==> src/rtl/polar_to_cartesian_defines.svh <==
// ----------------------------------------------------------------------------
// polar_to_cartesian_defines
// assertion macros used by the polar_to_cartesian rtl
// ----------------------------------------------------------------------------
`ifndef POLAR_TO_CARTESIAN_DEFINES_SVH
`define POLAR_TO_CARTESIAN_DEFINES_SVH

// antecedent holds in the same cycle as the consequent
`define P2C_ASSERT_SAME(label, clk, rst_n, ante, cons, msg) \
    label: assert property (@(posedge clk) disable iff (!rst_n) (ante) |-> (cons)) \
        else $error(msg);

// consequent holds in the cycle after the antecedent
`define P2C_ASSERT_NEXT(label, clk, rst_n, ante, cons, msg) \
    label: assert property (@(posedge clk) disable iff (!rst_n) (ante) |=> (cons)) \
        else $error(msg);

`endif

==> src/rtl/p2c_pkg.sv <==
// ----------------------------------------------------------------------------
// p2c_pkg
// constants shared by the polar to cartesian cordic pipeline
// ----------------------------------------------------------------------------
`default_nettype none

package p2c_pkg;

    // pipeline defaults
    localparam int DEF_CORDIC_STAGES = 24;
    localparam int DEF_DATA_WIDTH    = 32;
    localparam int MAX_STAGES        = 32;

    // angle datapath width: 32-bit turn fraction plus fold headroom
    localparam int ZW = 34;

    // apb address width and register map
    localparam int APB_AW = 3;
    typedef enum logic {
        REG_ZERO_TOL = 1'b0
    } t_reg_idx;

    // cordic gain, 0.607252935 in Q0.30
    localparam logic [29:0] GAIN_Q30 = 30'd652032874;

    // arctangent of 2^-i in 2^-32 turns
    localparam logic [31:0] ATAN_TURNS [MAX_STAGES] = '{
        32'h20000000, 32'h12E4051E, 32'h09FB385B, 32'h051111D4,
        32'h028B0D43, 32'h0145D7E1, 32'h00A2F61E, 32'h00517C55,
        32'h0028BE53, 32'h00145F2F, 32'h000A2F98, 32'h000517CC,
        32'h00028BE6, 32'h000145F3, 32'h0000A2F9, 32'h0000517C,
        32'h000028BE, 32'h0000145F, 32'h00000A2F, 32'h00000517,
        32'h0000028B, 32'h00000145, 32'h000000A2, 32'h00000051,
        32'h00000028, 32'h00000014, 32'h0000000A, 32'h00000005,
        32'h00000002, 32'h00000001, 32'h00000000, 32'h00000000
    };

endpackage

`default_nettype wire

==> src/rtl/p2c_cell.sv <==
// ----------------------------------------------------------------------------
// p2c_cell
// one cordic micro-rotation with its own pipeline register
// ----------------------------------------------------------------------------
`default_nettype none

module p2c_cell
    import p2c_pkg::*;
#(
    parameter int DATA_WIDTH = DEF_DATA_WIDTH,
    parameter int STAGE      = 0
) (
    input  wire logic                           i_clk,
    input  wire logic                           i_rst_n,
    input  wire logic                           i_en,
    input  wire logic                           i_valid,
    input  wire logic signed [DATA_WIDTH+1:0]   i_x,
    input  wire logic signed [DATA_WIDTH+1:0]   i_y,
    input  wire logic signed [ZW-1:0]           i_z,
    output logic                                o_valid,
    output logic signed [DATA_WIDTH+1:0]        o_x,
    output logic signed [DATA_WIDTH+1:0]        o_y,
    output logic signed [ZW-1:0]                o_z
);

    localparam int XW = DATA_WIDTH + 2;
    localparam logic signed [ZW-1:0] ATAN = $signed(ZW'(ATAN_TURNS[STAGE]));

    logic signed [XW-1:0] w_xs;
    logic signed [XW-1:0] w_ys;
    logic signed [XW-1:0] n_x;
    logic signed [XW-1:0] n_y;
    logic signed [ZW-1:0] n_z;

    // rotate toward zero residual angle
    always_comb begin
        w_xs = i_x >>> STAGE;
        w_ys = i_y >>> STAGE;
        if (!i_z[ZW-1]) begin
            n_x = i_x - w_ys;
            n_y = i_y + w_xs;
            n_z = i_z - ATAN;
        end else begin
            n_x = i_x + w_ys;
            n_y = i_y - w_xs;
            n_z = i_z + ATAN;
        end
    end

    always_ff @(posedge i_clk) begin
        if (!i_rst_n) begin
            o_valid <= 1'b0;
        end else if (i_en) begin
            o_valid <= i_valid;
        end
    end

    always_ff @(posedge i_clk) begin
        if (i_en) begin
            o_x <= n_x;
            o_y <= n_y;
            o_z <= n_z;
        end
    end

endmodule

`default_nettype wire

==> config.mk <==
export PLATFORM = sky130hd
export DESIGN_NAME = p2c_cell
export DESIGN_NICKNAME = d
export VERILOG_FILES = /design/src/rtl/polar_to_cartesian_defines.svh /design/src/rtl/p2c_pkg.sv /design/src/rtl/p2c_cell.sv
export SDC_FILE = /design/constraint.sdc
export NUM_CORES = 1
export LEC_CHECK = 0
export ABC_AREA = 1
export BUFFER_PORTS_ARGS = -buffer_cell sky130_fd_sc_hd__buf_2
export CAP_MARGIN = 10
export CORE_ASPECT_RATIO = 0.75
export CORE_UTILIZATION = 53
export CTS_CLUSTER_DIAMETER = 100
export DETAILED_ROUTE_END_ITERATION = 7
export PLACE_DENSITY = 0.86
export SLEW_MARGIN = 20
export SYNTH_ARGS = -nofsm -noshare
export SYNTH_HDL_FRONTEND = slang
export SYNTH_SLANG_ARGS = --single-unit
==> constraint.sdc <==
create_clock -name i_clk -period 4.4 [get_ports i_clk]
set_clock_uncertainty 0.2 [all_clocks]
set_input_delay 1.1 -clock i_clk [delete_from_list [all_inputs] [get_ports i_clk]]
set_output_delay 1.1 -clock i_clk [all_outputs]
set_load 0.1 [all_outputs]
-- After elaboration in Yosys (flattened, before gate mapping)
Index checks and enable logic that the tools add are counted.
- muxes and demuxes: 3
- add/sub/neg operators: 5
- operator list (cell ; number):
    $mux W34 ; 3
    $sub A34 B34 Y34 ; 2
    $add A34 B31 Y34 const B ; 1
    $add A34 B34 Y34 ; 1
    $sub A34 B31 Y34 const B ; 1
- word-level logic and storage cells: 12
- output and inout port bits: 103
- bits in registers: 103

-- Depth between registers and ports, before layout
- word-level depth: 2
- mapped depth: 18
- depth with buffers taken out: 17

-- Least setup slack after synthesis
Ideal clock, no wire load.
- path kind: in2reg
- from: input i_x[0]
- to: register o_y[32], data pin
- stages: 12
- path slack: 1383 ps
- library setup time: 253 ps
- required time: 3947 ps
- arrival: 2563 ps
- path through: ha_1 -> fa_1 -> inv_1 -> nor2_1 -> nor2_1 -> o21ai_2 -> nand2_1 -> nand2_1 -> nand2_1 -> nand3_1 -> nand3_1 -> nand2_1
- cells in the longest elaborated chain, start to end: 2
- elaborated cells on any way between the ends: 3
- classes of those cells: 2 x add/sub; 1 x mux
- ends and longest elaborated chain (what ; RTL line ; RTL):
    start: declaration ; p2c_cell.sv:17 ; input wire logic signed [DATA_WIDTH+1:0] i_x,
    $add A34 B34 Y34 / $sub A34 B34 Y34 (equally long branches) ; p2c_cell.sv:41, p2c_cell.sv:45 ;
    $mux W34 * ; p2c_cell.sv:39 ; if (!i_z[ZW-1]) begin
    named net n_y[32] ; p2c_cell.sv:32 ; logic signed [XW-1:0] n_y;
    end signal: assignment ; p2c_cell.sv:61 ; o_y <= n_y;
    end: declaration ; p2c_cell.sv:22 ; output logic signed [DATA_WIDTH+1:0] o_y,
The timed path passes the listed nets; every way through them passes the cells marked *.
A chain may end at the register's enable or synchronous reset.

-- Worst setup path after layout
- from: input i_x[3]
- to: register o_y[16], data pin
Same word-level chain as after synthesis.

==> flow_metrics.py <==
metrics = {
    "clock_network": {
        "numCtsBuffers": 9,
        "holdBufCountCts": 0,
        "h-tree-depth": 3,
        "cts_tree": "yes",
        "cts_max_path_buffers": 2,
        "clkLatencyLatePin_ps": 360,
        "root_buffer": "clkbuf_16",
        "cts_sinks": 102,
        "cts_resized": 0,
        "clk_pin_slew_ps": 80,
        "post-cts-setup-buffer-count": 0,
    },
    "synth": {
        "syn-num-nets": 1737,
        "synth_top_cell_by_area": "edfxtp_1",
        "yosysWarnings": 0,
        "synth_seq_cells": 102,
        "yosysSeqAreaShare_pct": 28.94,
        "syn_area_um2": 10550,
        "synth_edf_count": 101,
        "synth_top_area_share_pct": 28.75,
        "synth.area.top_cells": "edfxtp_1 (29%), nand2_1 (14%), ha_1 (12%), inv_1 (7.2%), nand3_1 (6.6%)",
        "ys.flop_type": "edfxtp_1",
        "syn_area_per_cell_um2": 6.922,
        "synth_cell_types": 46,
        "async_reset_ff_share_pct": 0,
        "synth_cells": 1524,
    },
    "setup_path": {
        "startpoint_type": "primary input",
        "cpPeakStageDelay_ps": 470,
        "critPathMaxFanout": 13,
        "required_ps": 4360,
        "timing_worst_setup_path_type": "in -> reg",
        "cp_common_cell": "nand2_1",
        "crit_path_end_kind": "flop",
        "slowest_stage": "ha_1",
        "crit_chain": "buf_2 -> inv_1 -> ha_1 -> a21oi_1 -> o21ai_1 -> nand2_1 -> nand2_1 -> nand2_1 -> nand2_1 -> xor2_1 -> o21ai_0",
        "arrival_ps": 3500,
    },
    "final_layout": {
        "final_util_pct": 61.43,
        "design_area_um2": 11940,
        "final_cell_mix": "nand2_1 (401), buf_2 (207), inv_1 (202)",
        "area.growth.synth_to_final_pct": 13.18,
        "instances_no_fill": 1960,
        "layout-drive-gt1-share_pct": 17.46,
        "final_nets": 1915,
        "fill_cells": 1829,
        "multiInputGateArea_um2": 6374,
        "layout.area.seq_um2": 3053,
        "final_common_cell": "nand2_1",
        "diodes": 0,
    },
    "grt": {
        "antenna_found_initial": 0,
        "grt-ovfl-total": 0,
        "grt_pass1_wl_um": 52480,
        "grt_pass1_vias": 10031,
        "grt_max_degree": 63,
        "grtUsageTotal_pct": 34.35,
    },
    "detailed_routing": {
        "drtIter0Drc": 1462,
        "drc": 0,
        "antenna_left": 0,
        "wirelength_um": 35220,
        "wl_per_cell_um": 17.97,
        "first_pass_iters": 6,
        "vias": 11145,
        "routed_via_density": 5.686,
    },
    "sta": {
        "drv_slew": 0,
        "max_slew_margin_pct": 51.79,
        "setup_ws_ps": 854.1,
        "period_share_pct": 80.59,
        "hold_viol": 0,
        "rsz0062_at_grt": "false",
        "report.final.setup_viol": 0,
        "holdWs_ps": 370.3,
        "worst_pin_slew_ps": 723.1,
        "tns_ps": 0,
        "fin_crit_ps": 3546,
        "clock.fmax_mhz": 282.0,
    },
    "die": {
        "start_util_pct": 54.28,
        "dieArea_um2": 20480,
        "fp.dieW_um": 164.9,
        "ios": 209,
        "std_cell_rows": 44,
        "die_y_um": 124.2,
        "coreArea_um2": 19430,
    },
    "placement": {
        "gp_congestion": 1.043,
        "port_buffers": 208,
        "hpwl_um": 29540,
        "dpl_cell_area_um2": 11650,
        "dp_slack_ps": 639.3,
        "dp_cells": 1944,
    },
    "power_and_ir_drop": {
        "leakagePower_nw": 6.028,
        "power_density_nw_per_um2": 354.0,
        "power_mw": 4.226,
        "ir_worst_vdd_uv": 319.7,
    },
    "hold_path": {
        "min_path_type": "reg -> reg",
    },
    "flow_run": {
        "cap_viol_max_count": 0,
    },
    "outcome": {
        "status": "complete, no violations",
    },
}
## report_power, final
part	total (mW)	switching [mW]	internal (mW)	leakage [nW]
combinational	2.17	1.73	0.439	4.89
clock	0.799	0.403	0.396	0.141
sequential	1.26	0.0381	1.22	0.996
total	4.23	2.17	2.06	6.03
## cell type report
class / count / area share (%)
clock buffers: 9 / 1.886
clock inverters: 7 / 0.5345
inverters: 218 / 6.875
multi-input cells: 1159 / 53.38
flip-flops and latches: 102 / 25.57
well taps: 253 / 2.651
repair buffers: 212 / 9.097
## cells in the mapped netlist (all sizes together) (14+ instances only)
| library cell | n |
|---|---|
| edfxtp | 101 |
| a21oi | 128 |
| nand3 | 143 |
| buf | 38 |
| nand2 | 414 |
| ha | 103 |
| o21ai | 102 |
| inv | 217 |
| nor2 | 144 |
| nor3 | 20 |
| a21o | 14 |
| xor2 | 25 |
## worst max-delay path, delay by kind of cell
kind	cells	cell delay, ps
fa+ha+maj	1	470
xor+xnor	1	200
compound gates	3	1070
simple gates	4	500
buf+inv	2	170
## cells by family after synthesis
kind of cell	Yosys count	synth area share, %
AOI/OAI and AO/OA	278	14.53
xor gates and xnor gates	25	2.076
adders and majority gates	107	12.98
buffers and inverters	263	10.64
DFF	102	28.94
muxes	1	0.09489
and+or+nand+nor	748	30.74
## worst paths after layout
kind,depth (start not counted),endpoint,slack (ps),start
worst max-delay path,11,o_y[16],850,i_x[3]
worst min-delay path,2,o_valid,370,o_valid
worst max register to register,2,o_valid,3520,o_valid
worst min register to register,2,o_valid,370,o_valid
## flip-flops by register name, indices dropped and copies added, names as in the netlist
| name | flops |
|---|---|
| o_z | 34 |
| o_valid | 1 |
| o_y | 33 |
| o_x | 34 |
## routing by layer
layer / vias to the layer above / global-route usage, % / routed length [µm]
met3: 68 / 8.791 / 4796
met4: 0 / 10.89 / 986
met2: 703 / 49.92 / 13910
li1: 5338 / - / -
met5: - / 0 / 0
met1: 5036 / 49.32 / 15530
No activity file was read; power rests on OpenSTA's default activity.
