File: src/rtl/polar_to_cartesian_defines.svh
// ----------------------------------------------------------------------------
// polar_to_cartesian_defines
// assertion macros used by the polar_to_cartesian rtl
// ----------------------------------------------------------------------------
`ifndef POLAR_TO_CARTESIAN_DEFINES_SVH
`define POLAR_TO_CARTESIAN_DEFINES_SVH

// antecedent holds in the same cycle as the consequent
`define P2C_ASSERT_SAME(label, clk, rst_n, ante, cons, msg) \
    label: assert property (@(posedge clk) disable iff (!rst_n) (ante) |-> (cons)) \
        else $error(msg);

// consequent holds in the cycle after the antecedent
`define P2C_ASSERT_NEXT(label, clk, rst_n, ante, cons, msg) \
    label: assert property (@(posedge clk) disable iff (!rst_n) (ante) |=> (cons)) \
        else $error(msg);

`endif

File: src/rtl/p2c_pkg.sv
// ----------------------------------------------------------------------------
// p2c_pkg
// constants shared by the polar to cartesian cordic pipeline
// ----------------------------------------------------------------------------
`default_nettype none

package p2c_pkg;

    // pipeline defaults
    localparam int DEF_CORDIC_STAGES = 24;
    localparam int DEF_DATA_WIDTH    = 32;
    localparam int MAX_STAGES        = 32;

    // angle datapath width: 32-bit turn fraction plus fold headroom
    localparam int ZW = 34;

    // apb address width and register map
    localparam int APB_AW = 3;
    typedef enum logic {
        REG_ZERO_TOL = 1'b0
    } t_reg_idx;

    // cordic gain, 0.607252935 in Q0.30
    localparam logic [29:0] GAIN_Q30 = 30'd652032874;

    // arctangent of 2^-i in 2^-32 turns
    localparam logic [31:0] ATAN_TURNS [MAX_STAGES] = '{
        32'h20000000, 32'h12E4051E, 32'h09FB385B, 32'h051111D4,
        32'h028B0D43, 32'h0145D7E1, 32'h00A2F61E, 32'h00517C55,
        32'h0028BE53, 32'h00145F2F, 32'h000A2F98, 32'h000517CC,
        32'h00028BE6, 32'h000145F3, 32'h0000A2F9, 32'h0000517C,
        32'h000028BE, 32'h0000145F, 32'h00000A2F, 32'h00000517,
        32'h0000028B, 32'h00000145, 32'h000000A2, 32'h00000051,
        32'h00000028, 32'h00000014, 32'h0000000A, 32'h00000005,
        32'h00000002, 32'h00000001, 32'h00000000, 32'h00000000
    };

endpackage

`default_nettype wire

File: src/rtl/p2c_out.sv
// ----------------------------------------------------------------------------
// p2c_out
// output scaling and saturation, output register with skid stage
// ----------------------------------------------------------------------------
`default_nettype none

`include "polar_to_cartesian_defines.svh"

module p2c_out
    import p2c_pkg::*;
#(
    parameter int DATA_WIDTH = DEF_DATA_WIDTH
) (
    input  wire logic                           i_clk,
    input  wire logic                           i_rst_n,
    input  wire logic                           i_valid,
    input  wire logic signed [DATA_WIDTH+1:0]   i_x,
    input  wire logic signed [DATA_WIDTH+1:0]   i_y,
    output logic                                o_en,
    output logic                                o_valid,
    input  wire logic                           i_stall,
    output logic signed [31:0]                  o_x_coord,
    output logic signed [31:0]                  o_y_coord
);

    localparam int XW = DATA_WIDTH + 2;
    localparam int EW = XW + 17;
    localparam logic signed [EW-1:0] SAT_MAX = $signed(EW'(32'h7FFFFFFF));
    localparam logic signed [EW-1:0] SAT_MIN = -$signed(EW'(33'h080000000));

    logic signed [EW-1:0] w_xe;
    logic signed [EW-1:0] w_ye;
    logic signed [31:0]   w_xo;
    logic signed [31:0]   w_yo;
    logic                 r_skid_valid;
    logic signed [31:0]   r_skid_x;
    logic signed [31:0]   r_skid_y;
    logic                 w_push;
    logic                 w_take;

    // bring the datapath back to Q16.16
    generate
        if (DATA_WIDTH > 32) begin : g_round
            localparam int SH = DATA_WIDTH - 32;
            localparam logic signed [EW-1:0] HALF = $signed(EW'(1) << (SH - 1));
            assign w_xe = (EW'(i_x) + HALF) >>> SH;
            assign w_ye = (EW'(i_y) + HALF) >>> SH;
        end else if (DATA_WIDTH < 32) begin : g_scale
            localparam int SH = 32 - DATA_WIDTH;
            assign w_xe = EW'(i_x) <<< SH;
            assign w_ye = EW'(i_y) <<< SH;
        end else begin : g_keep
            assign w_xe = EW'(i_x);
            assign w_ye = EW'(i_y);
        end
    endgenerate

    // saturate to 32 bits
    always_comb begin
        if (w_xe > SAT_MAX) begin
            w_xo = SAT_MAX[31:0];
        end else if (w_xe < SAT_MIN) begin
            w_xo = SAT_MIN[31:0];
        end else begin
            w_xo = w_xe[31:0];
        end
        if (w_ye > SAT_MAX) begin
            w_yo = SAT_MAX[31:0];
        end else if (w_ye < SAT_MIN) begin
            w_yo = SAT_MIN[31:0];
        end else begin
            w_yo = w_ye[31:0];
        end
    end

    // pipeline moves while the skid stage is empty
    assign o_en   = !r_skid_valid;
    assign w_push = o_en && i_valid;
    assign w_take = o_valid && !i_stall;

    // output register and skid control
    always_ff @(posedge i_clk) begin
        if (!i_rst_n) begin
            o_valid      <= 1'b0;
            r_skid_valid <= 1'b0;
        end else if (!o_valid || w_take) begin
            if (r_skid_valid) begin
                o_valid      <= 1'b1;
                r_skid_valid <= 1'b0;
            end else begin
                o_valid <= w_push;
            end
        end else if (w_push) begin
            r_skid_valid <= 1'b1;
        end
    end

    // output and skid payload
    always_ff @(posedge i_clk) begin
        if (!o_valid || w_take) begin
            if (r_skid_valid) begin
                o_x_coord <= r_skid_x;
                o_y_coord <= r_skid_y;
            end else if (w_push) begin
                o_x_coord <= w_xo;
                o_y_coord <= w_yo;
            end
        end else if (w_push) begin
            r_skid_x <= w_xo;
            r_skid_y <= w_yo;
        end
    end

    // skid holds a word only behind a waiting output word
    `P2C_ASSERT_SAME(a_skid_behind_out, i_clk, i_rst_n, r_skid_valid, o_valid, "skid without output")
    // a full skid drains as soon as the output word is taken
    `P2C_ASSERT_NEXT(a_skid_drains, i_clk, i_rst_n, r_skid_valid && !i_stall, !r_skid_valid && o_valid, "skid did not drain")
    // a word arriving at a stalled full output lands in the skid stage
    `P2C_ASSERT_NEXT(a_skid_catch, i_clk, i_rst_n, w_push && o_valid && i_stall, r_skid_valid, "word lost at output")

endmodule

`default_nettype wire

File: config.mk
export PLATFORM = sky130hd
export DESIGN_NAME = p2c_out
export DESIGN_NICKNAME = d
export VERILOG_FILES = /design/src/rtl/p2c_pkg.sv /design/src/rtl/p2c_out.sv
export VERILOG_INCLUDE_DIRS = /design/src /design/src/rtl
export SDC_FILE = /design/constraint.sdc
export NUM_CORES = 1
export LEC_CHECK = 0
export BUFFER_PORTS_ARGS = -buffer_cell sky130_fd_sc_hd__buf_2
export CORE_MARGIN = 5
export CORE_UTILIZATION = 30
export DETAILED_ROUTE_END_ITERATION = 8
export PLACE_DENSITY_LB_ADDON = 0.08
export SYNTH_ARGS = -nofsm -noshare
export SYNTH_HDL_FRONTEND = slang
export SYNTH_SLANG_ARGS = --single-unit
File: constraint.sdc
create_clock -name i_clk -period 13.5 [get_ports i_clk]
set_input_delay 0.675 -clock i_clk [delete_from_list [all_inputs] [get_ports i_clk]]
set_output_delay 0.675 -clock i_clk [all_outputs]
set_load 0.1 [all_outputs]
; Word level (Yosys, flattened, before mapping)
; Index checks and enable logic that the tools add are counted.
[classes]
magnitude_cmp = 4
bitwise = 2
reduce_logical = 10
mux = 9
[op_table]
columns = cell, n
row1 = 32-bit 2-to-1 mux, 8
row2 = "34-bit by 32-bit greater-than comparator with 1-bit output, second input constant", 2
row3 = "34-bit by 32-bit < comparator with 1-bit output, second input constant", 2
row4 = 2-bit AND reduction, 2
row5 = 1-bit zero test, 3
row6 = 1-bit logical AND, 2
row7 = 1-bit inverter, 2
row8 = 2-bit nonzero test, 1
row9 = 2-bit OR reduction, 1
row10 = 1-bit logical OR, 1
row11 = 1-bit 2-to-1 mux, 1
[totals]
in_bits = 72
word_cells = 31
ff_bits = 130
out_inout_bits = 66

; Depth between registers and ports, before layout
[logic_depth]
word_depth = 5
ltp_mapped = 5
mapped_depth_nobuf = 3

; Worst setup path after synthesis
; OpenSTA, ideal clock, no wires.
[synth_path]
kind = flip-flop to flip-flop
from = register o_valid
to = register r_skid_x[0], enable pin
setup_slack_ns = 7.039
period_less_slack_ns = 6.461
n_path_buf = 0
t_required_ns = 12.922
stages_incl_launch_ff = 3
arrival_time_ns = 5.882
setup_ns = 0.578
cell_sequence = dfxtp_1 -> nand2_1 -> nor3b_1
[synth_via]
elab_chain_cells = 4
elab_cells_between_ends = 5
cone_classes = 1 x bitwise / 4 x reduce/logical
[synth_lines]
columns = item, line
row1 = from (decl), p2c_out.sv:20  ; output logic o_valid,
row2 = from (signal assigned), p2c_out.sv:91  ; o_valid <= w_push;
row3 = 1-bit zero test / 1-bit logical AND (equally long branches), "p2c_out.sv:100, p2c_out.sv:79"
row4 = 1-bit logical OR (*), p2c_out.sv:100  ; if (!o_valid || w_take) begin
row5 = 1-bit inverter (no line) (*), -
row6 = 2-bit AND reduction (no line) (*), -
row7 = to (signal assigned), p2c_out.sv:109  ; r_skid_x <= w_xo;
row8 = to (decl), p2c_out.sv:36  ; logic signed [31:0] r_skid_x;
; Mark *: on every way between the ends. The rest lies on a longest branch, timed or not.
; A chain may end at the register's enable or synchronous reset.

; Final worst setup path
[layout_path]
from = register r_skid_valid
to = register o_x_coord[0] (data pin)
[layout_via]
elab_chain_cells = 1
[layout_lines]
columns = item, line
row1 = from (decl), p2c_out.sv:35  ; logic r_skid_valid;
row2 = from (signal assigned), p2c_out.sv:85  ; r_skid_valid <= 1'b0;
row3 = from (signal assigned), p2c_out.sv:89  ; r_skid_valid <= 1'b0;
row4 = from (signal assigned), p2c_out.sv:94  ; r_skid_valid <= 1'b1;
row5 = 32-bit 2-to-1 mux, p2c_out.sv:101  ; if (r_skid_valid) begin
row6 = to (signal assigned), p2c_out.sv:102  ; o_x_coord <= r_skid_x;
row7 = to (signal assigned), p2c_out.sv:105  ; o_x_coord <= w_xo;
row8 = to (decl), p2c_out.sv:22  ; output logic signed [31:0] o_x_coord,
; No other way between the ends.

==> flow_summary_export.csv <==
group,metric,value,unit
power_and_ir_drop,power_density,159.0,nW/µm²
worst_setup_path,worstPathArrival,2.57,ns
hold_path,holdPathEnd,"r_skid_x[31]$_DFFE_PP_",
cts,clock_latency,0.41,ns
timing,slew_headroom,0.2359,
final_layout,final_common_cell,"buf_2",
route,wl_per_cell,15.98,µm
grt,grt_pass1_wl,22910,µm
grt,overflow,0,
placed_design,gp_congestion,0.6990,
worst_setup_path,worstPathCellList,"buf_4, or2_4, o21ai_0",
synthesis,synth_cell_type_count,21,
power_and_ir_drop,total_power,1.187,mW
placed_design,placed_area,6847,µm²
floorplan,fp.dieH,151.5,µm
floorplan,core,19590,µm²
cts,htreeDepth,4,
floorplan,pin_count,138,
final_layout,final_core_util,0.3810,
synthesis,netlist_area,6003,µm²
route,drt-met1-wl,6986,µm
final_layout,fin_cells,923,
final_layout,fill_cells,1982,
synthesis,avgSynthCellArea,11.43,µm²
job,cap_violations,0,
timing,finalHoldViolCount,0,
floorplan,start_util,0.3064,
worst_setup_path,worstReg2RegEnd,"o_x_coord[0]$_DFFE_PP_",
floorplan,die_width,151.5,µm
cts,cts.sinks,130,
route,ant_nets,0,
route,routed_via_density,4.654,
synthesis,ys_seq_elements,130,
synthesis,synth-warning-count,0,
cts,cts-root-buf,"clkbuf_16",
worst_setup_path,worstReg2RegStart,"r_skid_valid$_SDFFE_PP0P_",
grt,grt_pass1_vias,4308,
floorplan,rows,51,
timing,period_share,0.1804,
floorplan,dieArea,22940,µm²
grt,grt.total_usage,0.1297,
cts,clkSlewWorstSetupHoldPaths,0.06,ns
final_layout,nNetsFinal,716,
cts,cts_made_buffers,17,
worst_setup_path,slowest_delay,0.64,ns
timing,fmax,410.6,MHz
route,wl_met2,6625,µm
cts,postCtsSetupRepairBufs,0,
cts,cts-hold-fix-buffers,0,
power_and_ir_drop,power_leakage,2.907,nW
timing,setup_viol,0,
worst_setup_path,worstPathRequired,13.63,ns
timing,skew,0.006493,ns
final_layout,drive_gt1_frac,0.3546,
placed_design,dp_cells,890,
timing,worst_pin_slew,1.146,ns
worst_setup_path,critPathCaptureType,"flip-flop",
timing,slew_violations,0,
route,drcViolationCount,0,
cts,cts_tree,"built",
synthesis,ys_seq_area_frac,0.6469,
worst_setup_path,critPathTopFamily,"buffers and inverters",
final_layout,area_growth,24.34,%
timing,rsz0062_at_grt,"no",
route,top_layer,"met4",
final_layout,final_cell_mix,"buf_2, edfxtp_1, nand2_1, nor2_1, o21ai_1",
worst_setup_path,crit_type,"flip-flop to flip-flop",
power_and_ir_drop,peakVddDrop,0.08407,mV
route,first_pass_iters,4,
route,wl_met3,980,µm
route,via_count,4296,
final_layout,postLayoutCellArea,7465,µm²
worst_setup_path,cp.buffers_inverters,1,
worst_setup_path,rrSetupSlack,11.06,ns
route,wl,14750,µm
timing,final.setup.tns,0,ns
hold_path,hp-start,"i_x[33]",
timing,min_period,2.435,ns
placed_design,dp.final_hpwl,8746,µm
worst_setup_path,cp_max_fo,61,
worst_setup_path,cp_slowest_cell,"buf_4",
hold_path,hold_path_class,"primary input to flip-flop",
grt,antenna_found_initial,0,
worst_setup_path,worstSetupStartpointType,"flip-flop",
route,drtIter0Drc,251,
cts,cts_buffer_depth,2,
synthesis,synthesis.nets,597,
cts,cts_resized,0,
grt,grt_max_degree,96,
placed_design,portBuffers,137,
outcome,status,"completed",
hold_path,worstHoldPathCells,1,
worst_setup_path,reg2reg_depth,3,
synthesis,netlist_instances,525,
[worst reg2reg max path, stage by stage, from the launching register on]
cell     delay, ns
dfxtp_4       0.63
buf_4         0.68
or2_4         0.65
o21ai_0       0.20
[final cells by class]
| type | instances | area, µm² | share of cell area |
|---|---|---|---|
| Timing Repair Buffer | 142 | 723.2 | 0.09688 |
| Antenna cell | 1 | 2.502 | 0.0003352 |
| Inverter | 1 | 3.754 | 0.0005028 |
| Clock inverter | 15 | 190.2 | 0.02548 |
| Multi-Input combinational cell | 352 | 1901 | 0.2546 |
| Sequential cell | 130 | 3887 | 0.5208 |
| Clock buffer | 17 | 425.4 | 0.05699 |
| Tap cell | 265 | 331.6 | 0.04442 |
[logic make-up after synthesis]
family,share of synthesized area
compound gates,0.1886
buf+inv,0.03918
flops,0.6469
mux,0.003751
simple gates,0.1215
[layer usage]
metal  track usage  vias to the layer above
met5             0                        -
met4       0.04352                        0
met3       0.03540                       12
met2        0.2014                      119
met1        0.1757                     2066
li1              -                     2099
[synth_stat cells]
cell type | n | area [µm²]
buf_4 | 7 | 52.55
buf_6 | 4 | 45.04
a21boi_4 | 1 | 18.77
o21ai_0 | 1 | 5.000
or2_4 | 1 | 8.760
mux2_2 | 2 | 22.52
nand2_1 | 94 | 352.8
clkbuf_1 | 12 | 45.04
inv_1 | 1 | 3.750
o21ba_2 | 32 | 320.3
nor2_1 | 94 | 352.8
buf_1 | 5 | 18.77
dfxtp_1 | 2 | 40.04
a21boi_0 | 1 | 7.510
o21ai_1 | 39 | 195.2
edfxtp_1 | 128 | 3844
buf_2 | 14 | 70.07
o21ai_2 | 22 | 192.7
nor3b_1 | 2 | 15.01
a21oi_1 | 32 | 160.2
a21o_1 | 31 | 232.7
[flip-flops by register name, summed over array words and instances (netlist names)]
name,count
o_valid,1
o_x_coord,32
o_y_coord,32
r_skid_valid,1
r_skid_x,32
r_skid_y,32
[how the worst max path moves through the flow]
| stage | startpoint | to | slack, ns | cells past startpoint |
|---|---|---|---|---|
| detailed placement | i_x[32] | o_x_coord[0]$_DFFE_PP_ | 10.74 | 4 |
| global placement | i_x[32] | o_x_coord[0]$_DFFE_PP_ | 10.79 | 4 |
| CTS | r_skid_valid$_SDFFE_PP0P_ | o_x_coord[0]$_DFFE_PP_ | 11.04 | 3 |
| finish | r_skid_valid$_SDFFE_PP0P_ | o_x_coord[0]$_DFFE_PP_ | 11.06 | 3 |
| global route | r_skid_valid$_SDFFE_PP0P_ | o_x_coord[0]$_DFFE_PP_ | 10.92 | 3 |
| floorplan | o_valid$_SDFFE_PN0N_ | r_skid_x[0]$_DFFE_PP_ | 7.04 | 2 |
[metrics by stage]
| step | worst slack, ns | hold slack [ns] |
|---|---|---|
| floorplan | 7.039 | 0.5000 |
| global placement | 10.79 | 0.5032 |
| detailed placement | 10.74 | 0.5075 |
| CTS | 11.04 | 0.4667 |
| global route | 10.92 | 0.4712 |
| finish | 11.06 | 0.4873 |
[power breakdown]
group	internal (mW)	switching (mW)
clock network	0.307	0.174
logic	0.0457	0.179
registers	0.474	0.00676
Note: power is estimated with default switching activity, not from simulation.
