**src/rtl/polar_to_cartesian_defines.svh**
```systemverilog
// ----------------------------------------------------------------------------
// polar_to_cartesian_defines
// assertion macros used by the polar_to_cartesian rtl
// ----------------------------------------------------------------------------
`ifndef POLAR_TO_CARTESIAN_DEFINES_SVH
`define POLAR_TO_CARTESIAN_DEFINES_SVH

// antecedent holds in the same cycle as the consequent
`define P2C_ASSERT_SAME(label, clk, rst_n, ante, cons, msg) \
    label: assert property (@(posedge clk) disable iff (!rst_n) (ante) |-> (cons)) \
        else $error(msg);

// consequent holds in the cycle after the antecedent
`define P2C_ASSERT_NEXT(label, clk, rst_n, ante, cons, msg) \
    label: assert property (@(posedge clk) disable iff (!rst_n) (ante) |=> (cons)) \
        else $error(msg);

`endif

```
**src/rtl/p2c_pkg.sv**
```systemverilog
// ----------------------------------------------------------------------------
// p2c_pkg
// constants shared by the polar to cartesian cordic pipeline
// ----------------------------------------------------------------------------
`default_nettype none

package p2c_pkg;

    // pipeline defaults
    localparam int DEF_CORDIC_STAGES = 24;
    localparam int DEF_DATA_WIDTH    = 32;
    localparam int MAX_STAGES        = 32;

    // angle datapath width: 32-bit turn fraction plus fold headroom
    localparam int ZW = 34;

    // apb address width and register map
    localparam int APB_AW = 3;
    typedef enum logic {
        REG_ZERO_TOL = 1'b0
    } t_reg_idx;

    // cordic gain, 0.607252935 in Q0.30
    localparam logic [29:0] GAIN_Q30 = 30'd652032874;

    // arctangent of 2^-i in 2^-32 turns
    localparam logic [31:0] ATAN_TURNS [MAX_STAGES] = '{
        32'h20000000, 32'h12E4051E, 32'h09FB385B, 32'h051111D4,
        32'h028B0D43, 32'h0145D7E1, 32'h00A2F61E, 32'h00517C55,
        32'h0028BE53, 32'h00145F2F, 32'h000A2F98, 32'h000517CC,
        32'h00028BE6, 32'h000145F3, 32'h0000A2F9, 32'h0000517C,
        32'h000028BE, 32'h0000145F, 32'h00000A2F, 32'h00000517,
        32'h0000028B, 32'h00000145, 32'h000000A2, 32'h00000051,
        32'h00000028, 32'h00000014, 32'h0000000A, 32'h00000005,
        32'h00000002, 32'h00000001, 32'h00000000, 32'h00000000
    };

endpackage

`default_nettype wire

```
**src/rtl/p2c_front.sv**
```systemverilog
// ----------------------------------------------------------------------------
// p2c_front
// gain prescale, origin test and quadrant fold ahead of the cordic chain
// ----------------------------------------------------------------------------
`default_nettype none

module p2c_front
    import p2c_pkg::*;
#(
    parameter int DATA_WIDTH = DEF_DATA_WIDTH
) (
    input  wire logic                           i_clk,
    input  wire logic                           i_rst_n,
    input  wire logic                           i_en,
    input  wire logic [30:0]                    i_zero_tol,
    input  wire logic                           i_valid,
    input  wire logic signed [31:0]             i_radius,
    input  wire logic [31:0]                    i_angle,
    output logic                                o_valid,
    output logic signed [DATA_WIDTH+1:0]        o_x,
    output logic signed [DATA_WIDTH+1:0]        o_y,
    output logic signed [ZW-1:0]                o_z
);

    localparam int XW = DATA_WIDTH + 2;
    localparam int SH = 62 - DATA_WIDTH;
    localparam logic [61:0] ROUND = 62'(1) << (SH - 1);

    logic              r_v1;
    logic [60:0]       r_prod;
    logic [31:0]       r_ang;
    logic              w_zero;
    logic [61:0]       w_sum;
    logic [XW-1:0]     w_rs;
    logic signed [ZW-1:0] w_ze;
    logic              w_hi;
    logic              w_lo;
    logic signed [XW-1:0] n_x;
    logic signed [ZW-1:0] n_z;

    // origin test: negative radius or magnitude at or below tolerance
    assign w_zero = i_radius[31] || (i_radius[30:0] <= i_zero_tol);

    // stage one: gain multiply, forced to zero for the origin case
    always_ff @(posedge i_clk) begin
        if (!i_rst_n) begin
            r_v1 <= 1'b0;
        end else if (i_en) begin
            r_v1 <= i_valid;
        end
    end

    always_ff @(posedge i_clk) begin
        if (i_en) begin
            r_prod <= w_zero ? '0 : (61'(i_radius[30:0]) * 61'(GAIN_Q30));
            r_ang  <= i_angle;
        end
    end

    // rounded prescale and fold into the right half plane
    always_comb begin
        w_sum = {1'b0, r_prod} + ROUND;
        w_rs  = XW'(w_sum[SH +: DATA_WIDTH]);
        w_ze  = ZW'($signed(r_ang));
        w_hi  = !r_ang[31] && r_ang[30] && (|r_ang[29:0]);
        w_lo  = r_ang[31] && !r_ang[30];
        if (w_hi) begin
            n_x = -$signed(w_rs);
            n_z = w_ze - $signed(ZW'(34'h080000000));
        end else if (w_lo) begin
            n_x = -$signed(w_rs);
            n_z = w_ze + $signed(ZW'(34'h080000000));
        end else begin
            n_x = $signed(w_rs);
            n_z = w_ze;
        end
    end

    // stage two register
    always_ff @(posedge i_clk) begin
        if (!i_rst_n) begin
            o_valid <= 1'b0;
        end else if (i_en) begin
            o_valid <= r_v1;
        end
    end

    always_ff @(posedge i_clk) begin
        if (i_en) begin
            o_x <= n_x;
            o_y <= '0;
            o_z <= n_z;
        end
    end

endmodule

`default_nettype wire

```
**config.mk**
```make
export PLATFORM = sky130hd
export DESIGN_NAME = p2c_front
export DESIGN_NICKNAME = d
export VERILOG_FILES = /design/src/rtl/polar_to_cartesian_defines.svh /design/src/rtl/p2c_pkg.sv /design/src/rtl/p2c_front.sv
export SDC_FILE = /design/constraint.sdc
export NUM_CORES = 1
export LEC_CHECK = 0
export BUFFER_PORTS_ARGS = -buffer_cell sky130_fd_sc_hd__buf_2
export CAP_MARGIN = 40
export CORE_MARGIN = 10
export CORE_UTILIZATION = 60
export CTS_CLUSTER_DIAMETER = 80
export DETAILED_ROUTE_END_ITERATION = 8
export PLACE_DENSITY_LB_ADDON = 0.12
export SLEW_MARGIN = 25
export SYNTH_ARGS = -nofsm -noshare
export SYNTH_HDL_FRONTEND = slang
export SYNTH_SLANG_ARGS = --single-unit
```
**constraint.sdc**
```tcl
create_clock -name i_clk -period 9.5 [get_ports i_clk]
set_input_delay 0.95 -clock i_clk [delete_from_list [all_inputs] [get_ports i_clk]]
set_output_delay 0.95 -clock i_clk [all_outputs]
set_load 0.02 [all_outputs]
```
[Word level (Yosys, flattened, before mapping)]
Cells that the tools add are included.
Storage, ports and cells
  input port bits: 99
  flip-flop bits (word level): 163
  logic and storage cells: 24
  output and inout port bits: 103
Operators by class
  order comparisons: 1
  muxes and demuxes: 4
  multiply operators: 1
  reductions and logical operators: 7
  add/subtract/negate cells: 4
Operator list (count)
  $mux 34: 4
  $add 61x30->62 const B: 1
  $mul 31x29->60 const B: 1
  $add 32x33->34 const B: 1
  $neg 32->34: 1
  $sub 32x33->34 const B: 1
  $le 31x31->1: 1
  $reduce_or 30->1: 1
  $logic_and 1x1->1: 3
  $logic_not 1->1: 2
  $logic_or 1x1->1: 1

[Longest topological paths before layout]
Gate-level depths: netlist (run 1).
  depth in word-level cells: 4
  mapped depth: 25

[Worst setup path after synthesis (run 1)]
No wires, ideal clock.
  path type: input -> register
  start point: input i_radius[8]
  end point: register r_prod[50], data pin
  arrival time: 7.436 ns
  path buffers: 0
  library setup time: 0.266 ns
  slack: 1.798 ns
  stages on the path: 24
  required time: 9.234 ns
  path through: inv_1 > fa_1 > fa_1 > inv_1 > fa_1 > inv_1 > fa_1 > inv_1 > fa_1 > fa_1 > fa_1 > inv_1 > fa_1 > inv_1 > ha_1 > and2_1 > nand3_1 > or4_1 > o32a_1 > o2111a_1 > o21ai_0 > a21boi_0 > xor2_1 > nor2_1
On the way
  word-level cells in the longest chain between the ends: 2
  elaborated cells on any way between the ends: 3
  those cells by class: mul: 1; order compare: 1; reduce/logical: 1
RTL lines
  from (decl): line p2c_front.sv:17  | input wire logic signed [31:0] i_radius,
  branches (longest 2 deep; another with $mul 31x29->60)
  to (signal assigned): line p2c_front.sv:55  | r_prod <= w_zero ? '0 : (61'(i_radius[30:0]) * 61'(GAIN_Q30));
  to (decl): line p2c_front.sv:30  | logic [60:0] r_prod;
Parallel ways; which one is timed is not known.
A chain may end at the register's enable or synchronous reset.

[Worst setup path in the final report (run 1)]
  start point: input i_radius[9]
  end point: register r_prod[53], data pin
The elaborated chain is that of the path after synthesis.

==> out/qor.yml, run 1 <==
r2r_cells: 10
postCtsHoldBufs: 0
setup_viol: 0
critPathKind: "input port to register"
io_pins: 202
status: "finished clean"
mostFrequentLayoutCells: "inv_1, fa_1, ha_1"
met2_usage_pct: 42.2
async_flop_share_pct: 0
tightest_slew_ns: 0.861
viasPerCell: 5.48
layout_commonest_cell: "inv_1"
use_met1_pct: 37.4
final_net_count: 3387
r2r-end: "o_x[27]"
synth_cell_type_count: 81
fin_crit_sh_pct: 85.4
synth-edff-count: 131
clockBufferDepth: 2
synth_xor_area_share_pct: 3.32
cp-startpoint: "i_radius[9]"
drv_slew: 0
via_count: 16500
crit_arrival_ns: 8.28
timing.final.crit_period_ns: 8.11
ys.flop_type: "edfxtp_1"
drc: 0
grt_pass1_wl_mm: 103
synth_fa_ha_area_share_pct: 55.4
syn_area_sq_um: 24600
fmax_mhz: 123
wl_per_cell_microns: 21.9
use_met3_pct: 6.43
initial_core_util_pct: 60.4
cap_violations: 0
die_h_microns: 222
synth_compound_area_share_pct: 7.27
drt_iter0_drc: 1236
r2r_setup_slack_ns: 5.92
cp-end-kind: "register"
cts_setup_buffers: 0
synth_mux_area_share_pct: 0.229
grt_usage_pct: 27.1
holdPathStages: 0
crit_path_start_kind: "input port"
htreeDepth: 4
cts_root_buf: "clkbuf_16"
rsz0062_at_grt: "no"
yosysSeqAreaShare_pct: 16.2
maxSlewHeadroom_pct: 42.1
setup_tns_ns: 0
cts_sinks: 133
num_antenna_cells: 0
clk_latency_ns: 0.42
avgSynthCellArea_sq_um: 10.6
routed_wl_mm: 66.0
dp_hpwl_mm: 58.3
worstSetupEndpoint: "r_prod[53]"
gr-total-overflow: 0
clock_skew_ns: 0.00896
r2r-start: "r_prod[29]"
grt_max_degree: 57
grt_busiest_layer: "met2"
clk_pin_slew_ns: 0.05
crit_fanout: 7
area_delta_synth_final_pct: 7.57
ys.warnings.count: 0
numPortBuffers: 167
synth_top_family_by_area: "adder cells"
ctsResizeCount: 0
synth-seq-cells: 133
synth-simple-area-share_pct: 6.14
grt_pass1_vias: 17900
cts_tree: "built"
place_congestion: 0.973
cts_buffers: 17
rows: 74
hold_path_class: "register to register"
die_w_microns: 222
dr.pass1.iters: 5
syn_inst: 2311
antenna_found_initial: 0
die-area_sq_um: 49400
final_hold_viol_count: 0
cp_data_required_time_ns: 9.67
ant_nets: 0
core_area_sq_um: 40600
drive_gt1_share_pct: 9.04
==> cells by family (layout without fill, tap and decap cells) <==
kind of cell | Yosys count | after routing
flip-flops | 133 | 133
adder cells (fa/ha/maj) | 822 | 822
XOR/XNOR | 93 | 93
buffers and inverters | 704 | 839
other | 1 | 34
multiplexers | 5 | 5
AO/OA/AOI/OAI | 264 | 264
AND/OR/NAND/NOR | 289 | 289
==> Yosys cell counts (4+ instances only) <==
library cell	number	area share, %
a211oi_1	7	0.21
and2_1	10	0.25
a31oi_1	18	0.46
nor3_1	31	0.63
and3_1	17	0.43
nand2b_1	5	0.13
xor2_1	31	1.1
buf_4	37	1.1
edfxtp_1	131	16
buf_2	6	0.12
a21boi_0	4	0.12
or3_1	4	0.10
inv_1	635	9.7
a21o_1	43	1.3
buf_6	4	0.18
clkbuf_1	21	0.32
o21bai_1	13	0.40
o21a_1	8	0.24
nor2b_1	5	0.13
nand3_1	38	0.77
a41oi_1	5	0.18
o211ai_1	7	0.21
o211a_1	4	0.16
and4_1	4	0.14
o21ai_0	38	0.77
a211o_1	4	0.14
nand2_1	41	0.63
nor2_1	75	1.1
ha_1	381	19
or4_1	4	0.12
nor4_1	12	0.31
a21oi_1	72	1.5
nand4_1	23	0.59
xnor2_1	62	2.2
fa_1	441	36
==> cell type report <==
class	count	area (sq um)
tap	532	666
clock inverter	14	184
multi-input combinational	1507	17900
clock buffer	18	429
timing repair buffer	172	892
inverter	635	2380
sequential	133	3970
fill	3295	14200
==> critical path, stage by stage <==
cell,delay (ns)
buf_2,0.24
inv_1,0.28
fa_1,0.57
fa_1,0.49
inv_1,0.05
fa_1,0.48
fa_1,0.52
fa_1,0.53
fa_1,0.53
fa_1,0.55
inv_1,0.05
fa_1,0.49
inv_1,0.04
ha_1,0.40
a21oi_1,0.21
o21ai_0,0.16
nor4_1,0.27
o21ai_0,0.22
a21oi_1,0.34
a21oi_1,0.23
a21oi_1,0.26
o21bai_1,0.10
mux2_2,0.29
==> sequential cells by signal, summed over array words and instances, names as in the netlist <==
name,cells
o_x,34
o_z,33
r_ang,32
o_valid,1
r_v1,1
r_prod,32
==> worst min-delay path by stage <==
stage                     slack (ns)  startpoint      end
final                           0.45    r_ang[7]   o_z[7]
after global routing            0.45    r_ang[2]   o_z[2]
after CTS                       0.45    r_ang[2]   o_z[2]
after detailed placement        0.43    r_ang[2]   o_z[2]
after global placement          0.43   r_ang[29]  o_z[29]
after floorplan                 0.43   r_ang[15]  o_z[15]
==> layer usage <==
metal / up-vias / share of wire (%)
li1: 7667 / -
met1: 8199 / 44
met2: 568 / 45
met3: 81 / 8.2
met4: 0 / 2.5
met5: - / 0
==> metrics by stage <==
stage / util [%] / area, sq um / instances / hold slack, ns / setup slack, ns
global route: 65.0 / 26400 / 3011 / 0.452 / 1.03
finish: 65.0 / 26400 / 3011 / 0.446 / 1.39
CTS: 65.0 / 26400 / 3010 / 0.446 / 1.42
global placement: 63.4 / 25800 / 2977 / 0.428 / 1.07
floorplan: - / 24700 / 2344 / 0.427 / 1.80
detailed placement: 63.5 / 25800 / 2978 / 0.435 / 0.979
Power of run 1 is not shown: default switching activity piles up to over one toggle a cycle in this logic, so the estimate is an artifact.
==> run 2, diff against run 1 <==
--- a/config.mk
+++ b/config.mk
@@ -5,6 +5,7 @@
 export SDC_FILE = /design/constraint.sdc
 export NUM_CORES = 1
 export LEC_CHECK = 0
+export ABC_AREA = 1
 export BUFFER_PORTS_ARGS = -buffer_cell sky130_fd_sc_hd__buf_2
 export CAP_MARGIN = 40
 export CORE_MARGIN = 10
==> run 2 against run 1 <==
Compared with the run above: global-route usage is 2.7 points higher; die area up 5.5%; critical path depth is 1 higher; core utilization up 0.23 points; routed wire length increased by 15%; setup slack improved by 0.51 ns; design area grew 6.1%; clock skew increased by 0.0058 ns.
==> out/qor.yml, run 2 <==
status: "finished clean"
mostFrequentLayoutCells: "inv_1, nand2_1, fa_1"
ant_nets: 0  # unchanged
crit_family: "adder cells"
cpMaxStageDelayCell: "fa_1"
htreeDepth: 4  # unchanged
holdPathStages: 0  # unchanged
clk_pin_slew_ns: 0.06  # about the same
avgSynthCellArea_sq_um: 8.92  # -16%
syn_area_sq_um: 26000  # +6.0%
setup_tns_ns: 0  # unchanged
grt_pass1_vias: 21500  # +20%
rsz0062_at_grt: "no"
crit_fanout: 8  # +1
crit_buf_inv: 7  # +2
crit_arrival_ns: 7.78  # -0.50 ns
via_count: 19900  # +21%
hold_path_class: "register to register"
synth.most_common_cell: "inv_1"
core_area_sq_um: 43000  # +5.7%
cp_data_required_time_ns: 9.68  # about the same
antenna_found_initial: 1  # +1
critPathMaxStageDelay_ns: 0.58  # about the same
crit_path_start_kind: "input port"
cts_tree: "built"
fin_crit_sh_pct: 80.0  # -5.4 points
ctsResizeCount: 0  # unchanged
drt_iter0_drc: 1421  # +15%
routed_wl_mm: 75.9  # +15%
viasPerCell: 5.39  # -1.7%
postCtsHoldBufs: 0  # unchanged
path_cells: "buf_2 -> inv_1 -> fa_1 -> fa_1 -> inv_1 -> fa_1 -> fa_1 -> fa_1 -> fa_1 -> fa_1 -> inv_1 -> fa_1 -> inv_1 -> ha_1 -> nand2_1 -> nor2_1 -> inv_1 -> nor2_1 -> inv_1 -> nor2_1 -> nand3_1 -> nand3_1 -> xnor2_1 -> nor2_1"
cts_root_buf: "clkbuf_16"
grt_usage_pct: 29.8  # +2.7 points
initial_core_util_pct: 60.6  # +0.16 points
rows: 76  # +2.7%
r2r_cells: 13  # +3
min_to: "o_z[6]"
final_hold_viol_count: 0  # unchanged
tightest_slew_ns: 0.668  # -0.193 ns
yosys.area.top_type: "fa_1"
async_flop_share_pct: 0  # unchanged
cp_common_cell: "fa_1"
cap_violations: 0  # unchanged
largest_reg_flops: 34  # unchanged
gr-total-overflow: 0  # unchanged
cts_buffers: 17  # unchanged
die-area_sq_um: 52100  # +5.5%
drive_gt1_share_pct: 7.71  # -1.3 points
cts_sinks: 133  # unchanged
synth-edff-count: 131  # unchanged
synth_area_leaders: "fa_1, ha_1, edfxtp_1"
r2r-end: "o_x[28]"
dr.pass1.iters: 7  # +2
ys.warnings.count: 0  # unchanged
numPortBuffers: 167  # unchanged
synth-seq-cells: 133  # unchanged
area_delta_synth_final_pct: 7.67  # about the same
layout_commonest_cell: "inv_1"
clk_latency_ns: 0.44  # +0.02 ns
timing.final.crit_period_ns: 7.60  # -0.511 ns
top_register: "o_x"
netlist.area_leader.share_pct: 33.9  # -2.0 points
holdCritStartpoint: "r_ang[6]"
reg.largest.list: "o_x x34, o_z x33"
r2r-start: "r_prod[29]"
drc: 0  # unchanged
io_pins: 202  # unchanged
synth_cell_type_count: 40  # -51%
yosysSeqAreaShare_pct: 15.3  # -0.92 points
die_h_microns: 228  # +2.7%
critPathKind: "input port to register"
cts_setup_buffers: 0  # unchanged
wl_per_cell_microns: 20.5  # -6.3%
die_w_microns: 228  # +2.7%
clock_skew_ns: 0.0148  # +0.00583 ns
drv_slew: 0  # unchanged
dp_hpwl_mm: 67.4  # +16%
place_congestion: 1.04  # +6.4%
fmax_mhz: 132  # +6.7%
setup_viol: 0  # unchanged
maxSlewHeadroom_pct: 55.5  # +13 points
r2r_setup_slack_ns: 6.63  # +0.71 ns
grt_pass1_wl_mm: 120  # +16%
cp-end-kind: "register"
grt_max_degree: 57  # unchanged
synth_commonest_cells: "inv_1, nand2_1, fa_1, ha_1, nor2_1"
syn_inst: 2919  # +26%
fill_cells: 3623  # +10%
clockBufferDepth: 2  # unchanged
ys.flop_type: "edfxtp_1"
final_net_count: 4020  # +19%
## run 2: cell types whose count changed after synthesis, moves of 20 or more
| cell | previous run | this run |
|---|---|---|
| nor2_1 | 75 | 260 |
| o21ai_0 | 38 | 58 |
| nand3_1 | 38 | 92 |
| nand2_1 | 41 | 453 |
| inv_1 | 635 | 785 |
| xnor2_1 | 62 | 8 |
| a21o_1 | 43 | 8 |
| a21oi_1 | 72 | 104 |
## run 2: final cells by class
cell class              instances  area [sq um]  share of cell area [%]
diodes                          1          2.50                 0.00893
well taps                     585           732                    2.61
clock buffers                  18           429                    1.53
clock inverters                14           133                   0.473
flip-flops and latches        133          3970                    14.2
repair buffers                170           873                    3.12
multi-input cells            1991         18900                    67.6
inverters                     786          2950                    10.5
## run 2: worst max path at each step
stage                       to  slack [ns]    startpoint  cells after the start
global route        r_prod[38]        1.62  i_radius[10]                     24
floorplan           r_prod[38]        2.66   i_radius[8]                     25
CTS                 r_prod[38]        1.92  i_radius[10]                     24
detailed placement  r_prod[38]        1.47  i_radius[10]                     24
finish              r_prod[38]        1.90  i_radius[10]                     24
global placement    r_prod[38]        1.55  i_radius[10]                     24
## run 2: kinds of logic after synthesis
kind of cell | share of synthesized area [%]
compound gates | 4.51
xor+xnor | 1.17
fa+ha+maj | 52.2
buf+inv | 12.5
flops | 15.3
other cells | 0.0144
simple gates | 14.4
## run 2: per-stage QoR
stage | setup slack (ns) | cell area, sq um | hold slack (ns) | util (%) | cells
after CTS | 1.92 | 28000 | 0.448 | 65.2 | 3697
after global routing | 1.62 | 28000 | 0.455 | 65.2 | 3698
after detailed placement | 1.47 | 27500 | 0.435 | 63.9 | 3665
final | 1.90 | 28000 | 0.443 | 65.2 | 3698
after floorplan | 2.66 | 26200 | 0.426 | - | 2952
after global placement | 1.55 | 27400 | 0.431 | 63.9 | 3664
## run 2: per-layer routing
layer | global-route usage (%) | up-vias | part of all wire, %
li1 | - | 9241 | -
met1 | 37.0 | 9711 | 40
met2 | 50.5 | 797 | 48
met3 | 5.30 | 187 | 7.4
met4 | 12.6 | 0 | 4.8
met5 | 0 | - | 0
Power of run 2 is left out for the same reason.
